<file path="config.mk">
export PLATFORM = sky130hd
export DESIGN_NAME = keyed_counter_table_top
export DESIGN_NICKNAME = d
export VERILOG_FILES = /design/src/hw/rtl/kct_pkg.sv /design/src/hw/rtl/keyed_counter_table_top.sv /design/src/hw/rtl/kct_ram.sv /design/src/hw/rtl/kct_ctrl.sv /design/src/hw/rtl/kct_datapath.sv
export SDC_FILE = /design/constraint.sdc
export NUM_CORES = 1
export LEC_CHECK = 0
export CAP_MARGIN = 20
export CORE_ASPECT_RATIO = 1.4
export CORE_MARGIN = 1.5
export CORE_UTILIZATION = 67
export DETAILED_ROUTE_END_ITERATION = 12
export DONT_BUFFER_PORTS = 1
export PLACE_DENSITY = 0.8
export SETUP_SLACK_MARGIN = 0.1
export SYNTH_ARGS = -nofsm -noshare
export SYNTH_HDL_FRONTEND = slang
export SYNTH_SLANG_ARGS = --single-unit
export TNS_END_PERCENT = 50
</file>
<file path="constraint.sdc">
create_clock -name clock -period 11.2 [get_ports clock]
set_input_delay 0 -clock clock [delete_from_list [all_inputs] [get_ports clock]]
set_output_delay 0 -clock clock [all_outputs]
set_load 0.02 [all_outputs]
</file>
<file path="src/hw/rtl/kct_pkg.sv">
// Shared types, codes and defaults of the keyed counter table.
package kct_pkg;

   localparam int ENTRIES_DEF  = 16;
   localparam int TAG_BITS_DEF = 16;

   localparam int KIND_W   = 2;
   localparam int TAG_W    = 16;
   localparam int AMOUNT_W = 32;
   localparam int STATUS_W = 2;
   localparam int COUNT_W  = 31;

   localparam logic [COUNT_W-1:0] COUNT_MAX = {COUNT_W{1'b1}};

   localparam logic [KIND_W-1:0] KIND_ADD    = 2'd0;
   localparam logic [KIND_W-1:0] KIND_REMOVE = 2'd1;
   localparam logic [KIND_W-1:0] KIND_SET    = 2'd2;
   localparam logic [KIND_W-1:0] KIND_CLEAR  = 2'd3;

   localparam logic [STATUS_W-1:0] ST_CHANGED = 2'd0;
   localparam logic [STATUS_W-1:0] ST_IGNORED = 2'd1;
   localparam logic [STATUS_W-1:0] ST_FULL    = 2'd2;

   typedef enum logic [2:0] {
      ST_WIPE,
      ST_IDLE,
      ST_SCAN,
      ST_DRAIN,
      ST_EXEC
   } kct_state_type;

   typedef struct packed {
      logic wipe;
      logic load;
      logic scan;
      logic exec;
   } kct_cmd_type;

   typedef struct packed {
      logic last;
   } kct_stat_type;

endpackage

</file>
<file path="src/hw/rtl/keyed_counter_table_top.sv">
// Keyed counter table: a small associative table of tags with positive counts.
//
// A request (kind, tag, amount) is taken on a rising edge where start is high
// and busy is low. Kinds are add, remove, set and clear. Every request gives
// exactly one result: status, tag, and the count before and after.
// Each request scans the whole table through the RAM read port, one entry per
// cycle, then writes back one entry. Busy stays high from the transfer through
// the write-back cycle, so the block takes one request at a time.
// The result appears one cycle after the write-back
// cycle, marked by rsp_strobe for exactly one cycle, and busy drops in that
// same cycle so the next request may be taken while the result is shown.
// The receiver cannot stall; a result is transferred in its strobe cycle.
// After reset the block holds busy high while it clears the valid flag of
// every table entry.
module keyed_counter_table_top #(
   parameter int ENTRIES  = kct_pkg::ENTRIES_DEF,
   parameter int TAG_BITS = kct_pkg::TAG_BITS_DEF
) (
   input  logic                                 clock,
   input  logic                                 reset,
   input  logic                                 start,
   output logic                                 busy,
   input  logic [kct_pkg::KIND_W-1:0]           req_kind,
   input  logic [kct_pkg::TAG_W-1:0]            req_tag,
   input  logic signed [kct_pkg::AMOUNT_W-1:0]  req_amount,
   output logic                                 rsp_strobe,
   output logic [kct_pkg::STATUS_W-1:0]         rsp_status,
   output logic [kct_pkg::TAG_W-1:0]            rsp_result_tag,
   output logic [kct_pkg::COUNT_W-1:0]          rsp_old_count,
   output logic [kct_pkg::COUNT_W-1:0]          rsp_new_count
);
   import kct_pkg::*;

   kct_cmd_type  cmd;
   kct_stat_type stat;

   kct_ctrl u_ctrl (
      .clock(clock),
      .reset(reset),
      .start(start),
      .stat (stat),
      .cmd  (cmd),
      .busy (busy)
   );

   kct_datapath #(
      .ENTRIES (ENTRIES),
      .TAG_BITS(TAG_BITS)
   ) u_datapath (
      .clock         (clock),
      .reset         (reset),
      .cmd           (cmd),
      .stat          (stat),
      .req_kind      (req_kind),
      .req_tag       (req_tag),
      .req_amount    (AMOUNT_W'(unsigned'(req_amount))),
      .rsp_strobe    (rsp_strobe),
      .rsp_status    (rsp_status),
      .rsp_result_tag(rsp_result_tag),
      .rsp_old_count (rsp_old_count),
      .rsp_new_count (rsp_new_count)
   );

endmodule

</file>
<file path="src/hw/rtl/kct_ram.sv">
// Generic single-write, single-read RAM with registered read data.
module kct_ram #(
   parameter int WIDTH  = 8,
   parameter int DEPTH  = 16,
   parameter int ADDR_W = (DEPTH > 1) ? $clog2(DEPTH) : 1
) (
   input  logic              clock,
   input  logic              wr_en,
   input  logic [ADDR_W-1:0] wr_addr,
   input  logic [WIDTH-1:0]  wr_data,
   input  logic [ADDR_W-1:0] rd_addr,
   output logic [WIDTH-1:0]  rd_data
);

   logic [WIDTH-1:0] mem_ff [DEPTH];
   logic [WIDTH-1:0] rd_data_ff;

   always_ff @(posedge clock) begin
      if (wr_en) begin
         mem_ff[wr_addr] <= wr_data;
      end
      rd_data_ff <= mem_ff[rd_addr];
   end

   assign rd_data = rd_data_ff;

endmodule

</file>
<file path="src/hw/rtl/kct_ctrl.sv">
// Controller state machine of the keyed counter table.
module kct_ctrl (
   input  logic                 clock,
   input  logic                 reset,
   input  logic                 start,
   input  kct_pkg::kct_stat_type stat,
   output kct_pkg::kct_cmd_type  cmd,
   output logic                 busy
);
   import kct_pkg::*;

   kct_state_type state_ff;
   kct_state_type state_in;

   always_ff @(posedge clock) begin
      if (reset) begin
         state_ff <= ST_WIPE;
      end else begin
         state_ff <= state_in;
      end
   end

   always_comb begin
      state_in = state_ff;
      cmd      = '0;
      busy     = 1'b1;
      case (state_ff)
         ST_WIPE: begin
            cmd.wipe = 1'b1;
            if (stat.last) begin
               state_in = ST_IDLE;
            end
         end
         ST_IDLE: begin
            busy = 1'b0;
            if (start) begin
               cmd.load = 1'b1;
               state_in = ST_SCAN;
            end
         end
         ST_SCAN: begin
            cmd.scan = 1'b1;
            if (stat.last) begin
               state_in = ST_DRAIN;
            end
         end
         ST_DRAIN: begin
            state_in = ST_EXEC;
         end
         ST_EXEC: begin
            cmd.exec = 1'b1;
            state_in = ST_IDLE;
         end
         default: begin
            state_in = ST_IDLE;
         end
      endcase
   end

   a_accept_scans: assert property (@(posedge clock) disable iff (reset)
      (start && !busy) |=> (state_ff == ST_SCAN))
      else $error("accepted request did not start a scan");

   a_drain_exec: assert property (@(posedge clock) disable iff (reset)
      (state_ff == ST_DRAIN) |=> (state_ff == ST_EXEC))
      else $error("drain not followed by execute");

   a_one_cmd: assert property (@(posedge clock) disable iff (reset)
      $onehot0({cmd.wipe, cmd.load, cmd.scan, cmd.exec}))
      else $error("more than one datapath command at once");

endmodule

</file>
<file path="src/hw/rtl/kct_datapath.sv">
// Datapath of the keyed counter table: table RAM, scan and update logic.
module kct_datapath #(
   parameter int ENTRIES  = kct_pkg::ENTRIES_DEF,
   parameter int TAG_BITS = kct_pkg::TAG_BITS_DEF
) (
   input  logic                          clock,
   input  logic                          reset,
   input  kct_pkg::kct_cmd_type          cmd,
   output kct_pkg::kct_stat_type         stat,
   input  logic [kct_pkg::KIND_W-1:0]    req_kind,
   input  logic [kct_pkg::TAG_W-1:0]     req_tag,
   input  logic [kct_pkg::AMOUNT_W-1:0]  req_amount,
   output logic                          rsp_strobe,
   output logic [kct_pkg::STATUS_W-1:0]  rsp_status,
   output logic [kct_pkg::TAG_W-1:0]     rsp_result_tag,
   output logic [kct_pkg::COUNT_W-1:0]   rsp_old_count,
   output logic [kct_pkg::COUNT_W-1:0]   rsp_new_count
);
   import kct_pkg::*;

   localparam int IDX_W  = (ENTRIES > 1) ? $clog2(ENTRIES) : 1;
   localparam int KEY_W  = (TAG_BITS < TAG_W) ? TAG_BITS : TAG_W;
   localparam int WORD_W = 1 + KEY_W + COUNT_W;
   localparam logic [IDX_W-1:0] IDX_LAST = IDX_W'(ENTRIES - 1);

   logic [KIND_W-1:0]   kind_ff;
   logic [KEY_W-1:0]    key_ff;
   logic [AMOUNT_W-1:0] amount_ff;

   logic [IDX_W-1:0]    scan_idx_ff;
   logic [IDX_W-1:0]    scan_idx_in;
   logic                chk_en_ff;
   logic [IDX_W-1:0]    chk_idx_ff;

   logic                match_ff;
   logic [IDX_W-1:0]    match_idx_ff;
   logic [COUNT_W-1:0]  match_count_ff;
   logic                free_ff;
   logic [IDX_W-1:0]    free_idx_ff;

   logic                rsp_strobe_ff;
   logic [STATUS_W-1:0] rsp_status_ff;
   logic [TAG_W-1:0]    rsp_tag_ff;
   logic [COUNT_W-1:0]  rsp_old_ff;
   logic [COUNT_W-1:0]  rsp_new_ff;

   logic [WORD_W-1:0]   rd_word;
   logic                rd_valid;
   logic [KEY_W-1:0]    rd_key;
   logic [COUNT_W-1:0]  rd_count;

   logic                wr_en;
   logic [IDX_W-1:0]    wr_addr;
   logic [WORD_W-1:0]   wr_data;

   logic                positive;
   logic                active;
   logic [COUNT_W-1:0]  amt;
   logic [COUNT_W:0]    sum;
   logic [COUNT_W-1:0]  sat_sum;
   logic                upd_en;
   logic [IDX_W-1:0]    upd_idx;
   logic [WORD_W-1:0]   upd_word;
   logic [STATUS_W-1:0] res_status;
   logic [COUNT_W-1:0]  res_old;
   logic [COUNT_W-1:0]  res_new;

   assign stat.last = (scan_idx_ff == IDX_LAST);

   always_comb begin
      scan_idx_in = scan_idx_ff;
      if (cmd.load) begin
         scan_idx_in = '0;
      end else if (cmd.wipe || cmd.scan) begin
         scan_idx_in = stat.last ? '0 : scan_idx_ff + 1'b1;
      end
   end

   always_ff @(posedge clock) begin
      if (reset) begin
         scan_idx_ff   <= '0;
         chk_en_ff     <= 1'b0;
         rsp_strobe_ff <= 1'b0;
      end else begin
         scan_idx_ff   <= scan_idx_in;
         chk_en_ff     <= cmd.scan;
         rsp_strobe_ff <= cmd.exec;
      end
   end

   assign rd_valid = rd_word[WORD_W-1];
   assign rd_key   = rd_word[COUNT_W +: KEY_W];
   assign rd_count = rd_word[COUNT_W-1:0];

   always_ff @(posedge clock) begin
      chk_idx_ff <= scan_idx_ff;
      if (cmd.load) begin
         kind_ff   <= req_kind;
         key_ff    <= req_tag[KEY_W-1:0];
         amount_ff <= req_amount;
         match_ff  <= 1'b0;
         free_ff   <= 1'b0;
      end else if (chk_en_ff) begin
         if (rd_valid && (rd_key == key_ff) && !match_ff) begin
            match_ff       <= 1'b1;
            match_idx_ff   <= chk_idx_ff;
            match_count_ff <= rd_count;
         end
         if (!rd_valid && !free_ff) begin
            free_ff     <= 1'b1;
            free_idx_ff <= chk_idx_ff;
         end
      end
   end

   assign positive = (amount_ff != '0) && !amount_ff[AMOUNT_W-1];
   assign active   = (key_ff != '0) && (positive || (kind_ff == KIND_CLEAR));
   assign amt      = amount_ff[COUNT_W-1:0];
   assign sum      = {1'b0, match_count_ff} + {1'b0, amt};
   assign sat_sum  = sum[COUNT_W] ? COUNT_MAX : sum[COUNT_W-1:0];

   always_comb begin
      upd_en     = 1'b0;
      upd_idx    = match_idx_ff;
      upd_word   = {1'b1, key_ff, amt};
      res_status = ST_IGNORED;
      res_old    = '0;
      res_new    = '0;
      if (active) begin
         case (kind_ff)
            KIND_ADD, KIND_SET: begin
               if (match_ff) begin
                  res_status = ST_CHANGED;
                  res_old    = match_count_ff;
                  res_new    = (kind_ff == KIND_ADD) ? sat_sum : amt;
                  upd_en     = 1'b1;
                  upd_word   = {1'b1, key_ff, res_new};
               end else if (free_ff) begin
                  res_status = ST_CHANGED;
                  res_new    = amt;
                  upd_en     = 1'b1;
                  upd_idx    = free_idx_ff;
               end else begin
                  res_status = ST_FULL;
               end
            end
            KIND_REMOVE, KIND_CLEAR: begin
               if (match_ff) begin
                  res_status = ST_CHANGED;
                  res_old    = match_count_ff;
                  upd_en     = 1'b1;
                  if ((kind_ff == KIND_CLEAR) || (match_count_ff <= amt)) begin
                     res_new  = '0;
                     upd_word = {1'b0, key_ff, match_count_ff};
                  end else begin
                     res_new  = match_count_ff - amt;
                     upd_word = {1'b1, key_ff, res_new};
                  end
               end
            end
            default: begin
               res_status = ST_IGNORED;
            end
         endcase
      end
   end

   always_ff @(posedge clock) begin
      if (cmd.exec) begin
         rsp_status_ff <= res_status;
         rsp_tag_ff    <= TAG_W'(key_ff);
         rsp_old_ff    <= res_old;
         rsp_new_ff    <= res_new;
      end
   end

   always_comb begin
      wr_en   = 1'b0;
      wr_addr = scan_idx_ff;
      wr_data = '0;
      if (cmd.wipe) begin
         wr_en = 1'b1;
      end else if (cmd.exec) begin
         wr_en   = upd_en;
         wr_addr = upd_idx;
         wr_data = upd_word;
      end
   end

   kct_ram #(
      .WIDTH (WORD_W),
      .DEPTH (ENTRIES),
      .ADDR_W(IDX_W)
   ) u_table (
      .clock  (clock),
      .wr_en  (wr_en),
      .wr_addr(wr_addr),
      .wr_data(wr_data),
      .rd_addr(scan_idx_ff),
      .rd_data(rd_word)
   );

   assign rsp_strobe     = rsp_strobe_ff;
   assign rsp_status     = rsp_status_ff;
   assign rsp_result_tag = rsp_tag_ff;
   assign rsp_old_count  = rsp_old_ff;
   assign rsp_new_count  = rsp_new_ff;

   a_scan_range: assert property (@(posedge clock) disable iff (reset)
      scan_idx_ff <= IDX_LAST)
      else $error("scan index out of range");

   a_exec_strobe: assert property (@(posedge clock) disable iff (reset)
      cmd.exec |=> rsp_strobe)
      else $error("execute did not produce a result");

   a_quiet_counts: assert property (@(posedge clock) disable iff (reset)
      (rsp_strobe && (rsp_status == ST_IGNORED || rsp_status == ST_FULL))
         |-> (rsp_old_count == '0 && rsp_new_count == '0))
      else $error("ignored or full result carries nonzero counts");

endmodule

</file>
### After elaboration in Yosys (flattened, before gate mapping)

Memories as Yosys holds them, arrays and structs flattened. A register that Yosys moved wholly into a read port is not among the register bits.
Index checks and enable logic that the tools add are counted.

* word-level logic and storage cells: 106
* register bits: 184
* RAM bits: 768
* memories: 1
* input port bits: 53
* output and inout bits: 82

Memory list
* u_datapath.u_table.mem_ff: words 16, bits a word 48, read ports 1, clocked after Yosys merged registers in 1, wr ports 1, RTL line kct_ram.sv:15 `logic [WIDTH-1:0] mem_ff [DEPTH];`

* order comparisons: 1
* mux-type cells: 46
* add/subtract/negate cells: 3
* equal/unequal tests: 12
* reduce and logical (&&, ||, !) cells: 25
* bitwise operators: 1

Operators with widths (number)
* $mux 31: 9
* $mux 48: 5
* $pmux 48 s2: 1
* $pmux 31 s2: 1
* $add 31x31->32: 1
* $reduce_bool 32->1: 1
* $le 31x31->1: 1
* $sub 31x31->31: 1
* $mux 4: 7
* $eq 16x16->1: 1
* $reduce_bool 16->1: 1
* $mux 1: 15
* $pmux 3 s4: 1
* $mux 3: 3
* $reduce_and 3->1: 3
* $eq 3x2->1 const B: 2
* $reduce_or 2->1: 3
* $logic_and 1x1->1: 5
* $add 4x1->4 const B: 1
* $eq 2x2->1 const B: 2
* $eq 4x4->1 const B: 1
* $logic_not 1->1: 4
* $mux 2: 2
* $ne 2x1->1 const B: 2
* other kinds (12): 15

### Longest topological paths before layout

* depth in word-level cells: 9
* depth in mapped cells: 14
* gate-level depth less buffers: 12

### Hierarchy

A second synthesis with hierarchy kept.

* cells, all modules: 2469
* area total of the unflattened synthesis: 41862.6 um^2

Modules (own cells, without submodules)
* kct_ram: area each 29691.0 um^2, seq. area each 24023.0 um^2, cells each 1242, instances 1
* kct_datapath: area each 12016.5 um^2, seq. area each 5315.1 um^2, cells each 1209, instances 1
* kct_ctrl: area each 155.1 um^2, seq. area each 60.1 um^2, cells each 18, instances 1

### Least setup slack after synthesis

OpenSTA, ideal clock, no wires.

* path kind: reg-to-reg
* from: register u_ctrl.state_ff[0]
* to: register u_datapath.match_count_ff[0], enable pin
* buffers on the path: 2
* path slack: 5.108 ns
* arrival: 5.575 ns
* cell stages (with the launch flop): 6
* period minus slack after synthesis: 6.092 ns
* setup time: 0.517 ns
* cells stage by stage: dfxtp_1 > clkbuf_1 > and3b_1 > clkbuf_1 > or4_1 > nor4_1

RTL lines
* start: declaration: RTL line kct_ctrl.sv:12 `kct_state_type state_ff;`
* start signal: assignment: RTL line kct_ctrl.sv:19 `state_ff <= state_in;`
* end signal: assignment: RTL line kct_datapath.sv:107 `match_count_ff <= rd_count;`
* end: declaration: RTL line kct_datapath.sv:37 `logic [COUNT_W-1:0] match_count_ff;`

### Worst setup path after layout

* from: register u_datapath.amount_ff[6]
* to: memory u_datapath.u_table.mem_ff[14][8] in the netlist's numbering, enable pin

* longest elaborated chain between the ends: 9
* elaborated cells on any way between the ends: 12
* those cells by class: 8 x mux; 4 x reduce/logical

RTL lines
* start: declaration: RTL line kct_datapath.sv:28 `logic [AMOUNT_W-1:0] amount_ff;`
* start signal: assignment: RTL line kct_datapath.sv:100 `amount_ff <= req_amount;`
* $reduce_bool 32->1 (*): RTL line kct_datapath.sv:116 `assign positive = (amount_ff != '0) && !amount_ff[AMOUNT_W-1];`
* $logic_and 1x1->1 (*): RTL line kct_datapath.sv:116
* $logic_or 1x1->1 (*): RTL line kct_datapath.sv:117 `assign active = (key_ff != '0) && (positive || (kind_ff == KIND_CLEAR));`
* $logic_and 1x1->1 (*): RTL line kct_datapath.sv:117
* $mux 1: RTL line kct_datapath.sv:129 `if (active) begin`
* $mux 1: RTL line kct_datapath.sv:183 `end else if (cmd.exec) begin`
* $mux 1: RTL line kct_datapath.sv:181 `if (cmd.wipe) begin`
* $mux 1: RTL line kct_ram.sv:19 `if (wr_en) begin`
* $mux 1 (implied by the code): RTL line kct_ram.sv:20 `mem_ff[wr_addr] <= wr_data;`
* end: declaration: RTL line kct_ram.sv:15

Mark *: on every way between the ends. The rest lies on a longest branch, timed or not.

==> impl_metrics.yaml <==
outcome:
  status: "finished clean"
clock_tree:
  clockRootBuffer: "clkbuf_16"
  cts_buffer_depth: 3
  cts_made_buffers: 89
  clkTransAtPathRegs_ns: 0.07
  ctsResizeCount: 0
  htreeDepth: 3
  cts_tree: "built"
  clk-insertion-delay-late_ns: 0.69
  clock-sinks: 1000
setup_path:
  reg2reg_to: "u_datapath.u_table.mem_ff[14][8]$_DFFE_PP_"
  crit_chain: "nor4_1 -> nand4_1 -> o21bai_1 -> a211oi_2 -> mux2i_1 -> a21oi_1 -> nand2_1 -> nor2_4 -> buf_4"
  r2r_start: "u_datapath.amount_ff[6]$_DFFE_PP_"
  setup.worst_path.end_class: "flip-flop"
  cp_max_fo: 28
  rrSetupSlack_ns: 5.48
  cp_slowest_stage_delay_ns: 1.02
  cp.arrival_ns: 6.01
  path_class: "flip-flop to flip-flop"
  cp.required_ns: 11.49
  start_kind: "flip-flop"
  cp_slowest_cell: "nor4_1"
  r2r_cells: 9
timing:
  period_share: 0.5104
  finalHoldViolations: 0
  max_freq_mhz: 174.9
  tightest_slew_ns: 1.463
  setup_tns_ns: 0
  rsz0062_at_grt: "no"
  setup_viol: 0
  skew_ns: 0.04299
  min_period_ns: 5.716
  relSlewSlack: 0.02464
  slew_violations: 0
floorplan:
  start_util: 0.6788
  rows: 108
  design.core.area_mm2: 0.06202
  die-width_um: 214.9
  die_h_um: 299.6
  dieArea_mm2: 0.06437
  top_level_ports: 135
global_route:
  overflow: 0
  grt_pass1_wl_mm: 193.5
  antenna_found_initial: 7
  grt_pass1_vias: 25970
  track_usage: 0.4291
  grt_max_degree: 134
synthesis:
  ys_seq_area_frac: 0.6983
  yosys.cell_types.count: 93
  ys_top_cells_by_area: "edfxtp_1 (67%), mux4_2 (13%), dfxtp_1 (3.0%)"
  syn_inst: 2409
  ys_ff_latch: 1000
  syn_area_mm2: 0.04210
  synth.avg_cell_area_um2: 17.48
  ys_async_sr_fraction: 0
  ys.flop_type: "edfxtp_1"
  yosysTopAreaCellShare: 0.6683
  synth_fp_nets: 2527
  ys_warn_count: 0
  synth_edf_count: 937
  yosysTopAreaCell: "edfxtp_1"
power:
  peakVddDrop_v: 0.0002004
  power.leakage_nw: 16.76
  power.total_mw: 7.918
  power_density_mw_per_mm2: 167.7
min_path:
  hold_end: "u_datapath.amount_ff[19]$_DFFE_PP_"
  hold_depth: 1
  hold_path_class: "primary input to flip-flop"
  min_from: "req_amount[19]"
placed_design:
  dp_hpwl_mm: 70.21
  routabilityCongestion: 0.9827
  placed_cell_area_mm2: 0.04322
  port_buffers: 0
finish:
  final_cell_area_mm2: 0.04720
  drive_gt1_frac: 0.1993
  fin_nets: 2654
  layout_common_cells: "edfxtp_1 (937), mux4_2 (240), a21oi_1 (121), nor2_1 (98), clkbuf_16 (92)"
  n_fill_cell: 3201
  final_common_cell: "edfxtp_1"
  syn2layout_area_growth_pct: 12.12
detailed_routing:
  ant_nets: 0
  dr.pass1.iters: 7
  detail_route.wl_per_cell_um: 41.00
  route.detailed.drc: 0
  vias: 26710
  postRouteWirelength_mm: 141.0
  first_iter_violations: 4836
  vias_per_cell: 7.768
flow_run:
  drv_cap: 0
## report_power, final
part	total, mW	switching (mW)	internal, mW
logic	0.398	0.223	0.175
registers	4.21	0.0748	4.14
clock network	3.31	1.55	1.75
## routing by layer
metal | GRT usage | vias to the layer above | share of wire
li1 | - | 9980 | -
met1 | 0.5450 | 13190 | 0.32
met2 | 0.7108 | 2979 | 0.49
met3 | 0.08889 | 564 | 0.13
met4 | 0.2165 | 0 | 0.066
met5 | 0 | - | 0
## registers in the layout, indices dropped and copies added (netlist names)
name                        cells
u_datapath.u_table.mem_ff     768
u_datapath.free_idx_ff          4
u_datapath.rsp_status           2
u_datapath.rsp_old_count       31
u_datapath.match_idx_ff         4
u_datapath.u_table.rd_data     48
u_datapath.kind_ff              2
u_datapath.chk_idx_ff           4
u_datapath.rsp_result_tag      16
u_datapath.scan_idx_ff          4
u_datapath.free_ff              1
u_datapath.key_ff              16
u_datapath.rsp_new_count       31
u_datapath.match_count_ff      31
u_datapath.rsp_strobe           1
u_datapath.match_ff             1
u_datapath.chk_en_ff            1
u_ctrl.state_ff                 3
u_datapath.amount_ff           32
## worst max-delay path: cells and delay by family (launching register included)
family                 cells  cell delay [ns]
multiplexers               1             0.21
buffers and inverters      1             0.59
AND/OR/NAND/NOR            4             2.59
flip-flops                 1             0.49
AO/OA/AOI/OAI              3             1.40
## what timing repair did
action | in CTS | in global routing
hold buffers | 89 | 0
hold endpoints to repair | 59 | 0
buffers inserted | 0 | 0
## area by class of cell
type | count | area, um^2 | share of cell area
Antenna cell | 5 | 12.51 | 0.0002651
Tap cell | 825 | 1032 | 0.02187
Multi-Input combinational cell | 1208 | 12050 | 0.2553
Timing Repair Buffer | 166 | 1500 | 0.03178
Sequential cell | 1000 | 29410 | 0.6231
Clock buffer | 115 | 2419 | 0.05124
Clock inverter | 49 | 508.0 | 0.01076
Inverter | 71 | 269.0 | 0.005699
## cells in the mapped netlist, types with 24 or more instances
master      n
nor3_1     36
xnor2_1    46
ha_1       63
edfxtp_1  937
nand2_1    75
mux4_2    240
and3_1     25
nand3_1    34
and2_1     38
xor2_1     24
clkbuf_1   85
buf_2      24
nor2_1    104
nor4_1     29
a21oi_1   123
o21ai_0    64
inv_1      64
dfxtp_1    63
## logic make-up after synthesis
kind of cell | Yosys count | synth area share
flip-flops | 1000 | 0.6983
AND/OR/NAND/NOR | 413 | 0.04987
AO/OA/AOI/OAI | 395 | 0.06351
multiplexers | 265 | 0.1346
buffers and inverters | 201 | 0.01953
XOR/XNOR | 70 | 0.01456
adder cells (fa/ha/maj) | 65 | 0.01967
## worst max path at each step
stage,from,end,slack (ns),cells past startpoint
5_1_grt,u_datapath.amount_ff[1]$_DFFE_PP_,u_datapath.u_table.mem_ff[13][37]$_DFFE_PP_,5.40,9
3_3_place_gp,u_datapath.amount_ff[5]$_DFFE_PP_,u_datapath.u_table.mem_ff[13][10]$_DFFE_PP_,6.12,9
3_5_place_dp,u_datapath.amount_ff[6]$_DFFE_PP_,u_datapath.u_table.mem_ff[12][4]$_DFFE_PP_,5.98,9
4_1_cts,u_datapath.amount_ff[6]$_DFFE_PP_,u_datapath.u_table.mem_ff[12][16]$_DFFE_PP_,5.56,9
2_1_floorplan,u_ctrl.state_ff[0]$_SDFFE_PP0P_,u_datapath.match_count_ff[0]$_DFFE_PP_,5.11,5
6_report,u_datapath.amount_ff[6]$_DFFE_PP_,u_datapath.u_table.mem_ff[14][8]$_DFFE_PP_,5.48,9
## metrics by stage
| step | utilization | hold slack [ns] | instances | worst slack, ns |
|---|---|---|---|---|
| 3_5_place_dp | 0.6968 | 0.07844 | 3164 | 5.979 |
| 2_1_floorplan | - | 0.06907 | 2409 | 5.108 |
| 3_3_place_gp | 0.6966 | 0.07205 | 3162 | 6.117 |
| 4_1_cts | 0.7583 | 0.003643 | 3417 | 5.555 |
| 6_report | 0.7610 | 0.01982 | 3439 | 5.484 |
| 5_1_grt | 0.7609 | 0.01587 | 3436 | 5.404 |
Note: power is estimated with default switching activity, not from simulation.
